**config.mk**
```make
export PLATFORM = sky130hd
export DESIGN_NAME = modified_utf8_string_decoder
export DESIGN_NICKNAME = d
export VERILOG_FILES = /design/src/rtl/mu8_pkg.sv /design/src/rtl/mu8_core.sv /design/src/rtl/mu8_out_reg.sv /design/src/rtl/modified_utf8_string_decoder.sv
export SDC_FILE = /design/constraint.sdc
export NUM_CORES = 1
export LEC_CHECK = 0
export ABC_AREA = 1
export ABC_CLOCK_PERIOD_IN_PS = 2760
export BUFFER_PORTS_ARGS = -buffer_cell sky130_fd_sc_hd__buf_2
export CORE_MARGIN = 8
export CORE_UTILIZATION = 50
export DETAILED_ROUTE_END_ITERATION = 10
export PLACE_DENSITY = 0.83
export SKIP_CTS_REPAIR_TIMING = 1
export SLEW_MARGIN = 20
export SYNTH_ARGS = -nofsm -noshare
export SYNTH_HDL_FRONTEND = slang
export SYNTH_SLANG_ARGS = --single-unit
```
**constraint.sdc**
```tcl
create_clock -name clk -period 2.76 [get_ports clk]
set_clock_uncertainty 0.1 [all_clocks]
set_input_delay 0.552 -clock clk [delete_from_list [all_inputs] [get_ports clk]]
set_output_delay 0.552 -clock clk [all_outputs]
set_load 0.01 [all_outputs]
```
**src/rtl/mu8_pkg.sv**
```systemverilog
// Types and codes shared by the modified UTF-8 decoder files.
package mu8_pkg;

  localparam logic [2:0] ST_CHAR   = 3'd0;
  localparam logic [2:0] ST_EMPTY  = 3'd1;
  localparam logic [2:0] ST_FORMAT = 3'd2;
  localparam logic [2:0] ST_TRUNC  = 3'd3;
  localparam logic [2:0] ST_EOS    = 3'd4;

  typedef struct packed {
    logic [7:0] byte_value;
    logic       end_of_stream;
  } in_item_t;

  typedef struct packed {
    logic [15:0] char_code;
    logic [2:0]  status;
    logic        last;
  } out_item_t;

  typedef struct packed {
    logic      valid;
    out_item_t item;
  } mu8_res_t;

endpackage

```
**src/rtl/mu8_core.sv**
```systemverilog
// Decoder state and the per-byte decode logic.
module mu8_core
  import mu8_pkg::*;
(
  input  logic     clk,
  input  logic     rst,
  input  logic     accept,
  input  in_item_t in_data,
  input  logic     cfg_write,
  input  logic     cfg_data,
  output mu8_res_t res
);

  localparam logic [2:0] PH_LEN_HI = 3'd0;
  localparam logic [2:0] PH_LEN_LO = 3'd1;
  localparam logic [2:0] PH_LEAD   = 3'd2;
  localparam logic [2:0] PH_SECOND = 3'd3;
  localparam logic [2:0] PH_THIRD  = 3'd4;

  logic        single_char_mode;
  logic [2:0]  phase, phase_next;
  logic [7:0]  length_high, length_high_next;
  logic [15:0] bytes_left, bytes_left_next;
  logic [7:0]  lead_byte, lead_byte_next;
  logic [7:0]  middle_byte, middle_byte_next;

  logic [2:0]  ph;
  logic [7:0]  b;
  logic [15:0] len;
  logic [15:0] bl;
  logic        done;

  function automatic logic is_cont(input logic [7:0] v);
    return v[7:6] == 2'b10;
  endfunction

  always_comb begin
    b                = in_data.byte_value;
    len              = {length_high, b};
    bl               = single_char_mode ? bytes_left : bytes_left - 16'd1;
    done             = single_char_mode || (bl == 16'd0);
    phase_next       = phase;
    length_high_next = length_high;
    bytes_left_next  = bytes_left;
    lead_byte_next   = lead_byte;
    middle_byte_next = middle_byte;
    res              = '0;

    // Unused phase codes act as idle; in single mode idle means waiting for a lead.
    ph = (phase > PH_THIRD) ? PH_LEN_HI : phase;
    if (single_char_mode && (ph < PH_LEAD)) ph = PH_LEAD;

    if (in_data.end_of_stream) begin
      res.valid       = 1'b1;
      res.item.status = ST_EOS;
      res.item.last   = 1'b1;
      phase_next      = PH_LEN_HI;
    end else begin
      case (ph)
        PH_LEN_HI: begin
          length_high_next = b;
          phase_next       = PH_LEN_LO;
        end
        PH_LEN_LO: begin
          if (len == 16'd0) begin
            res.valid       = 1'b1;
            res.item.status = ST_EMPTY;
            res.item.last   = 1'b1;
            phase_next      = PH_LEN_HI;
          end else begin
            bytes_left_next = len;
            phase_next      = PH_LEAD;
          end
        end
        PH_LEAD: begin
          bytes_left_next = bl;
          if (is_cont(b) || (b[7:4] == 4'hF)) begin
            res.valid       = 1'b1;
            res.item.status = ST_FORMAT;
            res.item.last   = 1'b1;
            phase_next      = PH_LEN_HI;
          end else if (!b[7]) begin
            res.valid          = 1'b1;
            res.item.char_code = {8'd0, b};
            res.item.status    = ST_CHAR;
            res.item.last      = done;
            phase_next         = done ? PH_LEN_HI : PH_LEAD;
          end else if (!single_char_mode && (bl == 16'd0)) begin
            res.valid       = 1'b1;
            res.item.status = ST_TRUNC;
            res.item.last   = 1'b1;
            phase_next      = PH_LEN_HI;
          end else begin
            lead_byte_next = b;
            phase_next     = PH_SECOND;
          end
        end
        PH_SECOND: begin
          bytes_left_next = bl;
          if (lead_byte[7:5] == 3'b110) begin
            if (!is_cont(b)) begin
              res.valid       = 1'b1;
              res.item.status = ST_FORMAT;
              res.item.last   = 1'b1;
              phase_next      = PH_LEN_HI;
            end else begin
              res.valid          = 1'b1;
              res.item.char_code = {5'd0, lead_byte[4:0], b[5:0]};
              res.item.status    = ST_CHAR;
              res.item.last      = done;
              phase_next         = done ? PH_LEN_HI : PH_LEAD;
            end
          end else if (!single_char_mode && (bl == 16'd0)) begin
            res.valid       = 1'b1;
            res.item.status = ST_TRUNC;
            res.item.last   = 1'b1;
            phase_next      = PH_LEN_HI;
          end else begin
            middle_byte_next = b;
            phase_next       = PH_THIRD;
          end
        end
        default: begin
          // Third byte of a three-byte group: both continuations checked here.
          bytes_left_next = bl;
          if (!is_cont(middle_byte) || !is_cont(b)) begin
            res.valid       = 1'b1;
            res.item.status = ST_FORMAT;
            res.item.last   = 1'b1;
            phase_next      = PH_LEN_HI;
          end else begin
            res.valid          = 1'b1;
            res.item.char_code = {lead_byte[3:0], middle_byte[5:0], b[5:0]};
            res.item.status    = ST_CHAR;
            res.item.last      = done;
            phase_next         = done ? PH_LEN_HI : PH_LEAD;
          end
        end
      endcase
    end
  end

  always_ff @(posedge clk) begin
    if (rst) begin
      single_char_mode <= 1'b0;
      phase            <= PH_LEN_HI;
      length_high      <= 8'd0;
      bytes_left       <= 16'd0;
      lead_byte        <= 8'd0;
      middle_byte      <= 8'd0;
    end else if (cfg_write) begin
      // A mode write drops any partial string or character.
      single_char_mode <= cfg_data;
      phase            <= PH_LEN_HI;
      bytes_left       <= 16'd0;
    end else if (accept) begin
      phase       <= phase_next;
      length_high <= length_high_next;
      bytes_left  <= bytes_left_next;
      lead_byte   <= lead_byte_next;
      middle_byte <= middle_byte_next;
    end
  end

endmodule

```
**src/rtl/mu8_out_reg.sv**
```systemverilog
// Result register between the decode logic and the output channel.
module mu8_out_reg
  import mu8_pkg::*;
(
  input  logic      clk,
  input  logic      rst,
  input  logic      in_valid,
  output logic      in_ready,
  input  mu8_res_t  res,
  output logic      out_valid,
  input  logic      out_ready,
  output out_item_t out_data
);

  logic accept;

  // Requests enter when no result is held or the held one leaves in the same cycle.
  assign in_ready = !out_valid || out_ready;
  assign accept   = in_valid && in_ready;

  always_ff @(posedge clk) begin
    if (rst) begin
      out_valid <= 1'b0;
    end else if (accept) begin
      out_valid <= res.valid;
    end else if (out_ready) begin
      out_valid <= 1'b0;
    end
  end

  always_ff @(posedge clk) begin
    if (accept && res.valid) begin
      out_data <= res.item;
    end
  end

endmodule

```
**src/rtl/modified_utf8_string_decoder.sv**
```systemverilog
// Top level of the modified UTF-8 string decoder.
//
// The input channel (in_valid, in_ready, in_data) takes one stream byte or an
// end-of-stream mark per request. In string mode two big-endian bytes give the
// byte length of the string, then its bytes follow; in single-character mode
// each one-, two- or three-byte group stands alone. The output channel
// (out_valid, out_ready, out_data) gives one 16-bit character per completed
// group, or a status for an empty string, an error or an end-of-stream mark,
// with last marking the final result of a string or character. Requests that
// complete nothing give no result. One request is taken per cycle while
// in_ready is high; a result appears in the cycle after the byte that
// completes it, held in the result register. If the receiver stalls, the
// result waits there and in_ready drops until it is taken. Reset clears the
// decoder to wait for a length header in string mode and empties the result
// register. cfg_write loads single_char_mode and abandons any partial string.
module modified_utf8_string_decoder
  import mu8_pkg::*;
(
  input  logic      clk,
  input  logic      rst,
  input  logic      in_valid,
  output logic      in_ready,
  input  in_item_t  in_data,
  output logic      out_valid,
  input  logic      out_ready,
  output out_item_t out_data,
  input  logic      cfg_write,
  input  logic      cfg_data
);

  mu8_res_t res;

  mu8_core u_core (
    .clk       (clk),
    .rst       (rst),
    .accept    (in_valid && in_ready),
    .in_data   (in_data),
    .cfg_write (cfg_write),
    .cfg_data  (cfg_data),
    .res       (res)
  );

  mu8_out_reg u_out (
    .clk       (clk),
    .rst       (rst),
    .in_valid  (in_valid),
    .in_ready  (in_ready),
    .res       (res),
    .out_valid (out_valid),
    .out_ready (out_ready),
    .out_data  (out_data)
  );

endmodule

```
==> summary.md, run 1 <==
| Metric | Value |
|---|---|
| Status | `finished, final reports clean` |
| Critical R2R Launch | `u_core.bytes_left[0]$_SDFFE_PP0P_` |
| Most common cell after layout, fill and taps aside | `nand2_1` |
| Dpl ws | `0.1109 ns` |
| Mapped cell area | `3617 um^2` |
| Syn_nets | `510` |
| Inserted Clock Buffers | `9` |
| Worst Hold End | `u_core.lead_byte[7]$_SDFFE_PP0P_` |
| Tightest Pin Transition | `0.4580 ns` |
| Congestion Overflow GR | `0` |
| Largest net degree at the start of global routing | `27` |
| Netlist cell types | `38` |
| Global Route Usage Sum | `18.87%` |
| Core Footprint | `7137 um^2` |
| RR Endpoint | `u_out.out_data[6]$_SDFFCE_PP0P_` |
| Total chip power | `0.002290 W` |
| Root Buffer | `clkbuf_8` |
| DP Cell Count | `621` |
| Layout cells sized above 1 | `20.81%` |
| Starting Density | `50.68%` |
| Maximum vdd drop | `222.6 uV` |
| Post-synthesis sequential area ratio | `41.51%` |
| Hold path start | `u_core.lead_byte[7]$_SDFFE_PP0P_` |
| FP Rows | `31` |
| Final setup fails | `0` |
| Fill cells | `645` |
| Startpoint Class | `flop` |
| Non-Filler Instances | `642` |
| Vias/cell | `5.498` |
| Setup TNS | `0 ns` |
| Initial antenna violation count | `0` |
| Worst R2R Setup Slack | `0.14 ns` |
| Tcrit/Tclk final | `94.89%` |
| Worst-case reg-to-reg path depth | `19` |
| Slew HR | `69.44%` |
| Peak Freq | `381.8 MHz` |
| Detailed Route WL | `9529 um` |
| Port Buffer Count | `36` |
| Drt pass-1 iters | `5` |
| CTS tree | `yes` |
| Die width | `101.1 um` |
| Final ANT Viol Nets | `0` |
| Leakage | `1.819 nW` |
| First-pass GRT wire length | `15210 um` |
| Hold path depth | `2` |
| Nets | `554` |
| WHS | `0.3627 ns` |
| Fin. max-slew vios | `0` |
| Final hold vios | `0` |
| Longest Clk Path Bufs | `2` |
| Worst EP arrival | `2.60 ns` |
| Hpwl dp | `6854 um` |
| DRC | `0` |
| Synth warn | `0` |
| Area grow syn2layout | `16.36%` |
| Gate Count Post-Synth | `494` |
| Final min period | `2.619 ns` |
| Worst-path maximum fanout | `10` |
| Final RePlAce weighted congestion | `0.9676` |
| Vias | `3530` |
| Clk_lat worst skew | `0.36 ns` |
| Clock-pin slew on the worst setup and hold paths | `0.07 ns` |
| WS Path Type | `flop to flop` |
| Post-synthesis area per instance | `7.322 um^2` |
| H-tree lvl count | `3` |
| Worst path required time | `2.74 ns` |
| Die height | `101.1 um` |
| DRT iter0 DRCs | `289` |
| Ports | `37` |
| Crit. End Element | `flop` |
| Max_cap viols | `0` |
| Critical Path Source | `u_core.bytes_left[0]$_SDFFE_PP0P_` |
| Flop and latch count out of synthesis | `65` |
| Worst hold path class | `flop to flop` |
| Clk sinks | `65` |
| Routed WL per cell | `14.84 um` |
| Vias in the first global route | `3220` |
| Post-route setup slack | `0.1410 ns` |
| Most frequent cells in the layout | `102 x nand2_1, 65 x inv_1, 47 x nor2_1` |
| Power per cell area | `544.0 nW/um^2` |
| Die area | `10210 um^2` |
| Diode count | `0` |
==> metrics by stage <==
stage               area (um^2)  utilization [%]
floorplan                  3617                -
global placement           3905            54.72
detailed placement         3905            54.72
CTS                        4130            57.87
global route               4209            58.98
finish                     4209            58.98
==> cells in the mapped netlist, drive strengths merged <==
cell | count | area share [%]
buf | 7 | 1.8
clkbuf | 8 | 0.83
o211ai | 1 | 0.21
nand3b | 1 | 0.21
ha | 1 | 0.35
nand4 | 10 | 1.9
nor3 | 14 | 2.4
nand2 | 115 | 13
dfxtp | 45 | 25
a31oi | 6 | 1.0
nor2 | 60 | 8.0
o31ai | 4 | 0.83
nand3 | 34 | 6.4
a21oi | 48 | 7.0
o21ai | 37 | 5.2
clkinv | 1 | 0.10
a211oi | 4 | 0.83
o22ai | 1 | 0.17
inv | 72 | 7.7
edfxtp | 20 | 17
nor4 | 5 | 0.86
==> power breakdown <==
part           leakage (nW)  switching [W]  total (W)  internal [W]
registers             0.560      0.0000173    0.00103       0.00101
logic                  1.15       0.000230   0.000345      0.000115
clock network         0.106       0.000400   0.000916      0.000515
total                  1.82       0.000647    0.00229       0.00164
==> worst max-delay path by stage <==
stage               cells past startpoint                               end
global route                           19   u_out.out_data[6]$_SDFFCE_PP0P_
CTS                                    18   u_out.out_data[7]$_SDFFCE_PP0P_
global placement                       19   u_out.out_data[5]$_SDFFCE_PP0P_
finish                                 19   u_out.out_data[6]$_SDFFCE_PP0P_
floorplan                              18   u_out.out_data[0]$_SDFFCE_PP1P_
detailed placement                     18  u_out.out_data[12]$_SDFFCE_PP0P_
==> sequential cells by signal, summed over array words and instances (netlist names) <==
signal / cells
u_core.lead_byte: 8
u_core.single_char_mode: 1
u_out.out_valid: 1
u_core.length_high: 8
u_core.phase: 3
u_out.out_data: 20
u_core.bytes_left: 16
u_core.middle_byte: 8
==> final cells by class <==
cell class	instances	area, um^2	share of cell area [%]
Timing Repair Buffer	47	305.3	7.253
Sequential cell	65	1504	35.73
Inverter	73	281.5	6.688
Tap cell	99	123.9	2.943
Clock inverter	7	101.3	2.408
Clock buffer	9	123.9	2.943
Multi-Input combinational cell	342	1769	42.03
==> worst max-delay path, cell delays in order, from the launching register on <==
cell and delay (ns):
dfxtp_1 0.33, inv_2 0.09, ha_4 0.15, inv_1 0.06
nor2_4 0.11, nand2_4 0.08, nor2_4 0.15, nand2_2 0.08
nor2_1 0.09, nand2_1 0.08, nand2_2 0.10, nand2_2 0.07
nor2_4 0.11, nand3_4 0.12, nand2_1 0.09, nand2_1 0.07
nand3_1 0.11, nand2_1 0.09, inv_2 0.11, clkbuf_16 0.17
==> routing by layer <==
metal,vias to the layer above,routed length [um],track usage [%]
li1,1726,-,-
met1,1635,4179,23.00
met2,150,4420,30.21
met3,19,725,5.732
met4,0,204,7.446
met5,-,0,0
==> logic make-up after synthesis <==
kind of cell             after synthesis  synth area share (%)
AND/OR/NAND/NOR                      239                 32.51
adder cells (fa/ha/maj)                1                0.3458
AO/OA/AOI/OAI                        101                 15.25
flip-flops                            65                 41.51
buffers and inverters                 88                 10.38
Power figures use the tool's default switching activity.
==> run 2, diff against run 1 <==
--- a/config.mk
+++ b/config.mk
@@ -6,12 +6,13 @@
 export NUM_CORES = 1
 export LEC_CHECK = 0
 export ABC_AREA = 1
-export ABC_CLOCK_PERIOD_IN_PS = 2760
+export ABC_CLOCK_PERIOD_IN_PS = 2540
 export BUFFER_PORTS_ARGS = -buffer_cell sky130_fd_sc_hd__buf_2
 export CORE_MARGIN = 8
 export CORE_UTILIZATION = 50
+export CTS_CLUSTER_DIAMETER = 80
 export DETAILED_ROUTE_END_ITERATION = 10
-export PLACE_DENSITY = 0.83
+export PLACE_DENSITY = 0.8
 export SKIP_CTS_REPAIR_TIMING = 1
 export SLEW_MARGIN = 20
 export SYNTH_ARGS = -nofsm -noshare
==> constraint.sdc (replaced) <==
create_clock -name clk -period 2.54 [get_ports clk]
set_clock_uncertainty 0.1 [all_clocks]
set_input_delay 0.508 -clock clk [delete_from_list [all_inputs] [get_ports clk]]
set_output_delay 0.508 -clock clk [all_outputs]
set_load 0.01 [all_outputs]
==> run 2 against run 1 <==
Compared with the run above: largest power group unchanged; combinational power grew 19%; sequential share of layout area is 1.2 points lower; critical path type unchanged; largest cell class unchanged; first-iteration DRC count increased by 8.7%; clock power rose by 4.6%; critical path depth unchanged; the run now ends with setup timing left; final area is 3.8% higher; die area unchanged; via count is 1.7% higher; count of clock-buffer cells in the layout increased by 1; global-route usage up 0.52 points; final cell count up 2.6%.
==> summary.md, run 2 (synthesized netlist as in run 1, its figures left out) <==
| Metric | Value |
|---|---|
| Worst-path maximum fanout | `6 (was 10)` |
| Final ANT Viol Nets | `0 (unchanged)` |
| Global Route Usage Sum | `19.39% (was 18.87%)` |
| Final setup fails | `20 (was 0)` |
| Die width | `101.1 um (unchanged)` |
| Max_cap viols | `0 (unchanged)` |
| Drt pass-1 iters | `5 (unchanged)` |
| Die height | `101.1 um (unchanged)` |
| Detailed Route WL | `9920 um (was 9529 um)` |
| DRC | `0 (unchanged)` |
| Crit. End Element | `flop (unchanged)` |
| Worst path required time | `2.52 ns (was 2.74 ns)` |
| Worst hold path class | `input port to flop (was flop to flop)` |
| Initial antenna violation count | `0 (unchanged)` |
| Max FFs per register | `20 (unchanged)` |
| Final RePlAce weighted congestion | `0.9567 (was 0.9676)` |
| Final hold vios | `0 (unchanged)` |
| Biggest regs | `u_out.out_data: 20 flops, u_core.bytes_left: 16 flops (unchanged)` |
| Tcrit/Tclk final | `101.8% (was 94.89%)` |
| Vias | `3589 (was 3530)` |
| Hpwl dp | `7189 um (was 6854 um)` |
| Longest Clk Path Bufs | `2 (unchanged)` |
| Port Buffer Count | `36 (unchanged)` |
| Power per cell area | `568.7 nW/um^2 (was 544.0 nW/um^2)` |
| Routed WL per cell | `15.05 um (was 14.84 um)` |
| Slew HR | `66.87% (was 69.44%)` |
| Root Buffer | `clkbuf_8 (unchanged)` |
| Most common cell after layout, fill and taps aside | `nand2_1 (unchanged)` |
| Leakage | `1.898 nW (was 1.819 nW)` |
| CP peak stage delay | `0.37 ns (was 0.33 ns)` |
| Diode count | `0 (unchanged)` |
| Startpoint Class | `flop (unchanged)` |
| Failing checks | `setup timing` |
| Largest net degree at the start of global routing | `21 (was 27)` |
| Slowest-stage cell, CP | `dfxtp_4 (was dfxtp_1)` |
| Cell family with the largest share of critical-path delay | `simple AND/OR/NAND/NOR gates (unchanged)` |
| First-pass GRT wire length | `15560 um (was 15210 um)` |
| WS Path Type | `flop to flop (unchanged)` |
| WHS | `0.3537 ns (was 0.3627 ns)` |
| Vias/cell | `5.446 (was 5.498)` |
| Clk_lat worst skew | `0.35 ns (was 0.36 ns)` |
| Top reg by flops | `u_out.out_data (unchanged)` |
| Final min period | `2.586 ns (was 2.619 ns)` |
| Crit-path cells | `inv_4, ha_4, inv_2, nor2_4, nand2_4, nor2_4, nand2_2, nor2_2, nand2_1, nand2_2, nand2_2, nor2_4, nand3_4, nand2_2, nand2_1, nand3_2, nand2_2, clkinvlp_4, clkbuf_16 (was inv_2, ha_4, inv_1, nor2_4, nand2_4, nor2_4, nand2_2, nor2_1, nand2_1, nand2_2, nand2_2, nor2_4, nand3_4, nand2_1, nand2_1, nand3_1, nand2_1, inv_2, clkbuf_16)` |
| Crit-path most repeated cell | `nand2_2 (was nand2_1)` |
| Status | `complete, but fails checks (was finished, final reports clean)` |
| Inserted Clock Buffers | `9 (unchanged)` |
| Core Footprint | `7137 um^2 (unchanged)` |
| DP Cell Count | `636 (was 621)` |
| Fill cells | `644 (was 645)` |
| H-tree lvl count | `3 (unchanged)` |
| Worst path bufs/invs | `4 (unchanged)` |
| Non-Filler Instances | `659 (was 642)` |
| Peak Freq | `386.6 MHz (was 381.8 MHz)` |
| DRT iter0 DRCs | `314 (was 289)` |
| CTS tree | `yes (unchanged)` |
| Area grow syn2layout | `20.79% (was 16.36%)` |
| Ports | `37 (unchanged)` |
| Fin. max-slew vios | `0 (unchanged)` |
| Most frequent cells in the layout | `99 x nand2_1, 64 x inv_1, 46 x nor2_1 (was 102 x nand2_1, 65 x inv_1, 47 x nor2_1)` |
| Die area | `10210 um^2 (unchanged)` |
| Starting Density | `50.68% (unchanged)` |
| Clk sinks | `65 (unchanged)` |
| Clock-pin slew on the worst setup and hold paths | `0.08 ns (was 0.07 ns)` |
| Congestion Overflow GR | `0 (unchanged)` |
| Nets | `571 (was 554)` |
| Layout cells sized above 1 | `24.82% (was 20.81%)` |
| RSZ-0062 raised after global routing | `true` |
| Vias in the first global route | `3331 (was 3220)` |
| Tightest Pin Transition | `0.4924 ns (was 0.4580 ns)` |
| Worst EP arrival | `2.56 ns (was 2.60 ns)` |
| FP Rows | `31 (unchanged)` |
| Maximum vdd drop | `486.1 uV (was 222.6 uV)` |
| Post-route setup slack | `-0.04635 ns (was 0.1410 ns)` |
run 2: changes by cell type in the layout (fill, tap and decap cells not counted), sizes merged:
cell | before | now
buf | 46 | 63
clkinv | 2 | 4
inv | 74 | 72
bufinv | 2 | 1
clkbuf | 10 | 11
run 2: layer usage:
layer | global-route usage, % | vias to the layer above | wire [um]
li1 | - | 1750 | -
met1 | 23.62 | 1643 | 4287
met2 | 31.17 | 173 | 4577
met3 | 5.110 | 23 | 821
met4 | 8.706 | 0 | 235
met5 | 0 | - | 0
run 2: final cells by class:
class / count / area, um^2 / share of cell area (%)
Multi-Input combinational cell: 342 / 1802 / 41.24
Sequential cell: 65 / 1508 / 34.51
Timing Repair Buffer: 64 / 424.2 / 9.708
Inverter: 73 / 290.3 / 6.644
Clock buffer: 10 / 148.9 / 3.408
Tap cell: 99 / 123.9 / 2.835
Clock inverter: 6 / 72.57 / 1.661
run 2: worst reg2reg max path, stage by stage (launching register included):
cell	delay (ns)
dfxtp_4	0.37
inv_4	0.07
ha_4	0.13
inv_2	0.04
nor2_4	0.12
nand2_4	0.08
nor2_4	0.15
nand2_2	0.10
nor2_2	0.11
nand2_1	0.06
nand2_2	0.08
nand2_2	0.07
nor2_4	0.11
nand3_4	0.12
nand2_2	0.09
nand2_1	0.08
nand3_2	0.09
nand2_2	0.07
clkinvlp_4	0.13
clkbuf_16	0.16
run 2: through the flow:
stage / setup TNS, ns / setup WS (ns) / cell area (um^2) / total power, W / util, %
after CTS: -2.340 / -0.1245 / 4230 / 0.002451 / 59.27
after global routing: -4.824 / -0.2215 / 4369 / 0.002594 / 61.22
after global placement: -0.003552 / -0.0004301 / 4009 / 0.001498 / 56.17
after detailed placement: -1.813 / -0.09093 / 4009 / 0.001506 / 56.17
final: -0.6444 / -0.04635 / 4369 / 0.002485 / 61.22
after floorplan: 0 / 0.04605 / 3621 / 0.001389 / -
run 2: power breakdown:
part | internal (W) | total [W] | switching [W]
clock | 0.000521 | 0.000958 | 0.000437
sequential | 0.00110 | 0.00112 | 0.0000174
combinational | 0.000150 | 0.000411 | 0.000261
total | 0.00177 | 0.00248 | 0.000716
run 2: final timing paths:
check                                                       start                                  to  slack [ns]  cells after the start
worst max-delay path            u_core.bytes_left[1]$_SDFFE_PP0P_     u_out.out_data[0]$_SDFFCE_PP1P_       -0.05                     19
worst min-delay path                                   in_data[7]  u_core.middle_byte[6]$_SDFFE_PP0P_        0.35                      3
worst max register to register  u_core.bytes_left[1]$_SDFFE_PP0P_     u_out.out_data[0]$_SDFFCE_PP1P_       -0.05                     19
worst min register to register   u_core.lead_byte[7]$_SDFFE_PP0P_    u_core.lead_byte[7]$_SDFFE_PP0P_        0.37                      2
==> run 3, diff against run 2 <==
--- a/config.mk
+++ b/config.mk
@@ -12,6 +12,7 @@
 export CORE_UTILIZATION = 50
 export CTS_CLUSTER_DIAMETER = 80
 export DETAILED_ROUTE_END_ITERATION = 10
+export GPL_TIMING_DRIVEN = 0
 export PLACE_DENSITY = 0.8
 export SKIP_CTS_REPAIR_TIMING = 1
 export SLEW_MARGIN = 20
==> run 3 against run 2 <==
Compared with the run above: the flow still finishes with violations (setup timing); hold slack got worse by 0.076 ns; sequential power hardly changed; largest power group unchanged; via count shrank 0.11%; global-route usage shrank 0.94 points; non-clock buffer count is 10 lower; fmax is 0.81% higher; register-to-register slack better by 0.02 ns; routed wire length is 3.5% lower; final area down 1.8%; count of clock-buffer cells in the layout unchanged; first-iteration DRC count decreased by 7.0%; utilization decreased by 1.1 points.
==> summary.md, run 3 (synthesized netlist as in run 1, its figures left out) <==
| Metric | Value |
|---|---|
| Initial antenna violation count | `0 (unchanged)` |
| Drt pass-1 iters | `5 (unchanged)` |
| RSZ-0062 raised after global routing | `true (unchanged)` |
| Layout cells sized above 1 | `22.10% (was 24.82%)` |
| Final hold vios | `0 (unchanged)` |
| WS Path Type | `flop to flop (unchanged)` |
| Status | `complete, but fails checks (unchanged)` |
| Port Buffer Count | `35 (was 36)` |
| Diode count | `0 (unchanged)` |
| Die area | `10210 um^2 (unchanged)` |
| Max_cap viols | `0 (unchanged)` |
| Tightest Pin Transition | `0.5172 ns (was 0.4924 ns)` |
| H-tree lvl count | `3 (unchanged)` |
| Post-route setup slack | `-0.02545 ns (was -0.04635 ns)` |
| DRT iter0 DRCs | `292 (was 314)` |
| Power per cell area | `578.9 nW/um^2 (was 568.7 nW/um^2)` |
| Longest Clk Path Bufs | `2 (unchanged)` |
| Top reg by flops | `u_out.out_data (unchanged)` |
| Vias in the first global route | `3164 (was 3331)` |
| Ports | `37 (unchanged)` |
| Worst EP arrival | `2.53 ns (was 2.56 ns)` |
| WHS | `0.2781 ns (was 0.3537 ns)` |
| Final min period | `2.565 ns (was 2.586 ns)` |
| Inserted Clock Buffers | `9 (unchanged)` |
| Multi-input gate area | `1824 um^2 (was 1802 um^2)` |
| Die width | `101.1 um (unchanged)` |
| Maximum vdd drop | `281.2 uV (was 486.1 uV)` |
| Root Buffer | `clkbuf_8 (unchanged)` |
| Hpwl dp | `6948 um (was 7189 um)` |
| Largest net degree at the start of global routing | `21 (unchanged)` |
| Final setup fails | `20 (unchanged)` |
| Area grow syn2layout | `18.61% (was 20.79%)` |
| CTS tree | `yes (unchanged)` |
| Vias | `3585 (was 3589)` |
| Biggest regs | `u_out.out_data: 20 flops, u_core.bytes_left: 16 flops (unchanged)` |
| Sequential cell area | `1506 um^2 (was 1508 um^2)` |
| Fill cells | `690 (was 644)` |
| Vias/cell | `5.507 (was 5.446)` |
| Fin. max-slew vios | `0 (unchanged)` |
| Failing checks | `setup timing (unchanged)` |
| Most common cell after layout, fill and taps aside | `nand2_1 (unchanged)` |
| Crit. End Element | `flop (unchanged)` |
| FP Rows | `31 (unchanged)` |
| Clock-pin slew on the worst setup and hold paths | `0.07 ns (was 0.08 ns)` |
| Clk_lat worst skew | `0.35 ns (about the same)` |
| Setup TNS | `-0.3456 ns (was -0.6444 ns)` |
| Clk sinks | `65 (unchanged)` |
| Slew HR | `65.48% (was 66.87%)` |
| Nets | `563 (was 571)` |
| Tcrit/Tclk final | `101.0% (was 101.8%)` |
| First-pass GRT wire length | `14770 um (was 15560 um)` |
| Congestion Overflow GR | `0 (unchanged)` |
| Startpoint Class | `flop (unchanged)` |
| Max FFs per register | `20 (unchanged)` |
| Die height | `101.1 um (unchanged)` |
| Final RePlAce weighted congestion | `0.9019 (was 0.9567)` |
| Worst hold path class | `input port to flop (unchanged)` |
| Starting Density | `50.68% (unchanged)` |
| Non-Filler Instances | `651 (was 659)` |
| Worst path required time | `2.50 ns (was 2.52 ns)` |
| Detailed Route WL | `9570 um (was 9920 um)` |
| Worst-path maximum fanout | `6 (unchanged)` |
| DRC | `0 (unchanged)` |
| Final ANT Viol Nets | `0 (unchanged)` |
| Peak Freq | `389.8 MHz (was 386.6 MHz)` |
| Leakage | `1.825 nW (was 1.898 nW)` |
| Core Footprint | `7137 um^2 (unchanged)` |
| Global Route Usage Sum | `18.45% (was 19.39%)` |
| Routed WL per cell | `14.70 um (was 15.05 um)` |
| DP Cell Count | `628 (was 636)` |
| Most frequent cells in the layout | `98 x nand2_1, 64 x inv_1, 47 x nor2_1 (was 99 x nand2_1, 64 x inv_1, 46 x nor2_1)` |
-- run 3: through the flow --
| step | cell area [um^2] | util, % | power (W) | worst slack [ns] |
|---|---|---|---|---|
| after floorplan | 3621 | - | 0.001389 | 0.04605 |
| after global placement | 3920 | 54.93 | 0.001483 | -0.2869 |
| after detailed placement | 3920 | 54.93 | 0.001488 | -0.3226 |
| after CTS | 4139 | 57.99 | 0.002462 | -0.3423 |
| after global routing | 4290 | 60.12 | 0.002579 | -0.1851 |
| final | 4290 | 60.12 | 0.002484 | -0.02545 |
-- run 3: path summary, 6_finish.rpt --
path                                           from                          endpoint  slack, ns  depth (start not counted)
setup / recovery  u_core.bytes_left[1]$_SDFFE_PP0P_   u_out.out_data[6]$_SDFFCE_PP0P_      -0.03                         18
hold / removal                           in_data[0]   u_out.out_data[3]$_SDFFCE_PP1P_       0.28                          1
setup reg to reg  u_core.bytes_left[1]$_SDFFE_PP0P_   u_out.out_data[6]$_SDFFCE_PP0P_      -0.03                         18
hold reg to reg    u_core.lead_byte[7]$_SDFFE_PP0P_  u_core.lead_byte[7]$_SDFFE_PP0P_       0.36                          2
-- run 3: layout make-up --
cell class,instances,area share (%)
Sequential cell,65,35.11
Inverter,73,6.882
Tap cell,99,2.887
Clock buffer,10,2.975
Timing Repair Buffer,39,4.783
Timing Repair inverter,3,0.5249
Buffer,15,2.187
Multi-Input combinational cell,341,42.52
Clock inverter,6,2.129
-- run 3: where the power goes --
group | internal (W) | switching, W
clock network | 0.000558 | 0.000427
logic | 0.000127 | 0.000259
registers | 0.00110 | 0.0000144
-- run 3: metal layers --
| layer | vias to the layer above | track usage [%] | share of wire [%] |
|---|---|---|---|
| met3 | 31 | 3.315 | 7.3 |
| met2 | 152 | 28.19 | 45 |
| met4 | 0 | 11.45 | 3.2 |
| li1 | 1749 | - | - |
| met1 | 1653 | 23.47 | 45 |
| met5 | - | 0 | 0 |
-- run 3: critical path, cell delays in order (launching register included) --
cell and delay, ns:
dfxtp_4 0.37, inv_4 0.07, ha_4 0.16, inv_4 0.04, nor2_4 0.12, nand2_4 0.08
nor2_4 0.16, nand2_2 0.08, nor2_1 0.10, nand2_1 0.07, nand2_2 0.10, nand2_2 0.07
nor2_4 0.11, nand3_4 0.12, nand3_4 0.13, nand2_4 0.06, nand3_4 0.12, nand2_8 0.09
clkinvlp_4 0.14
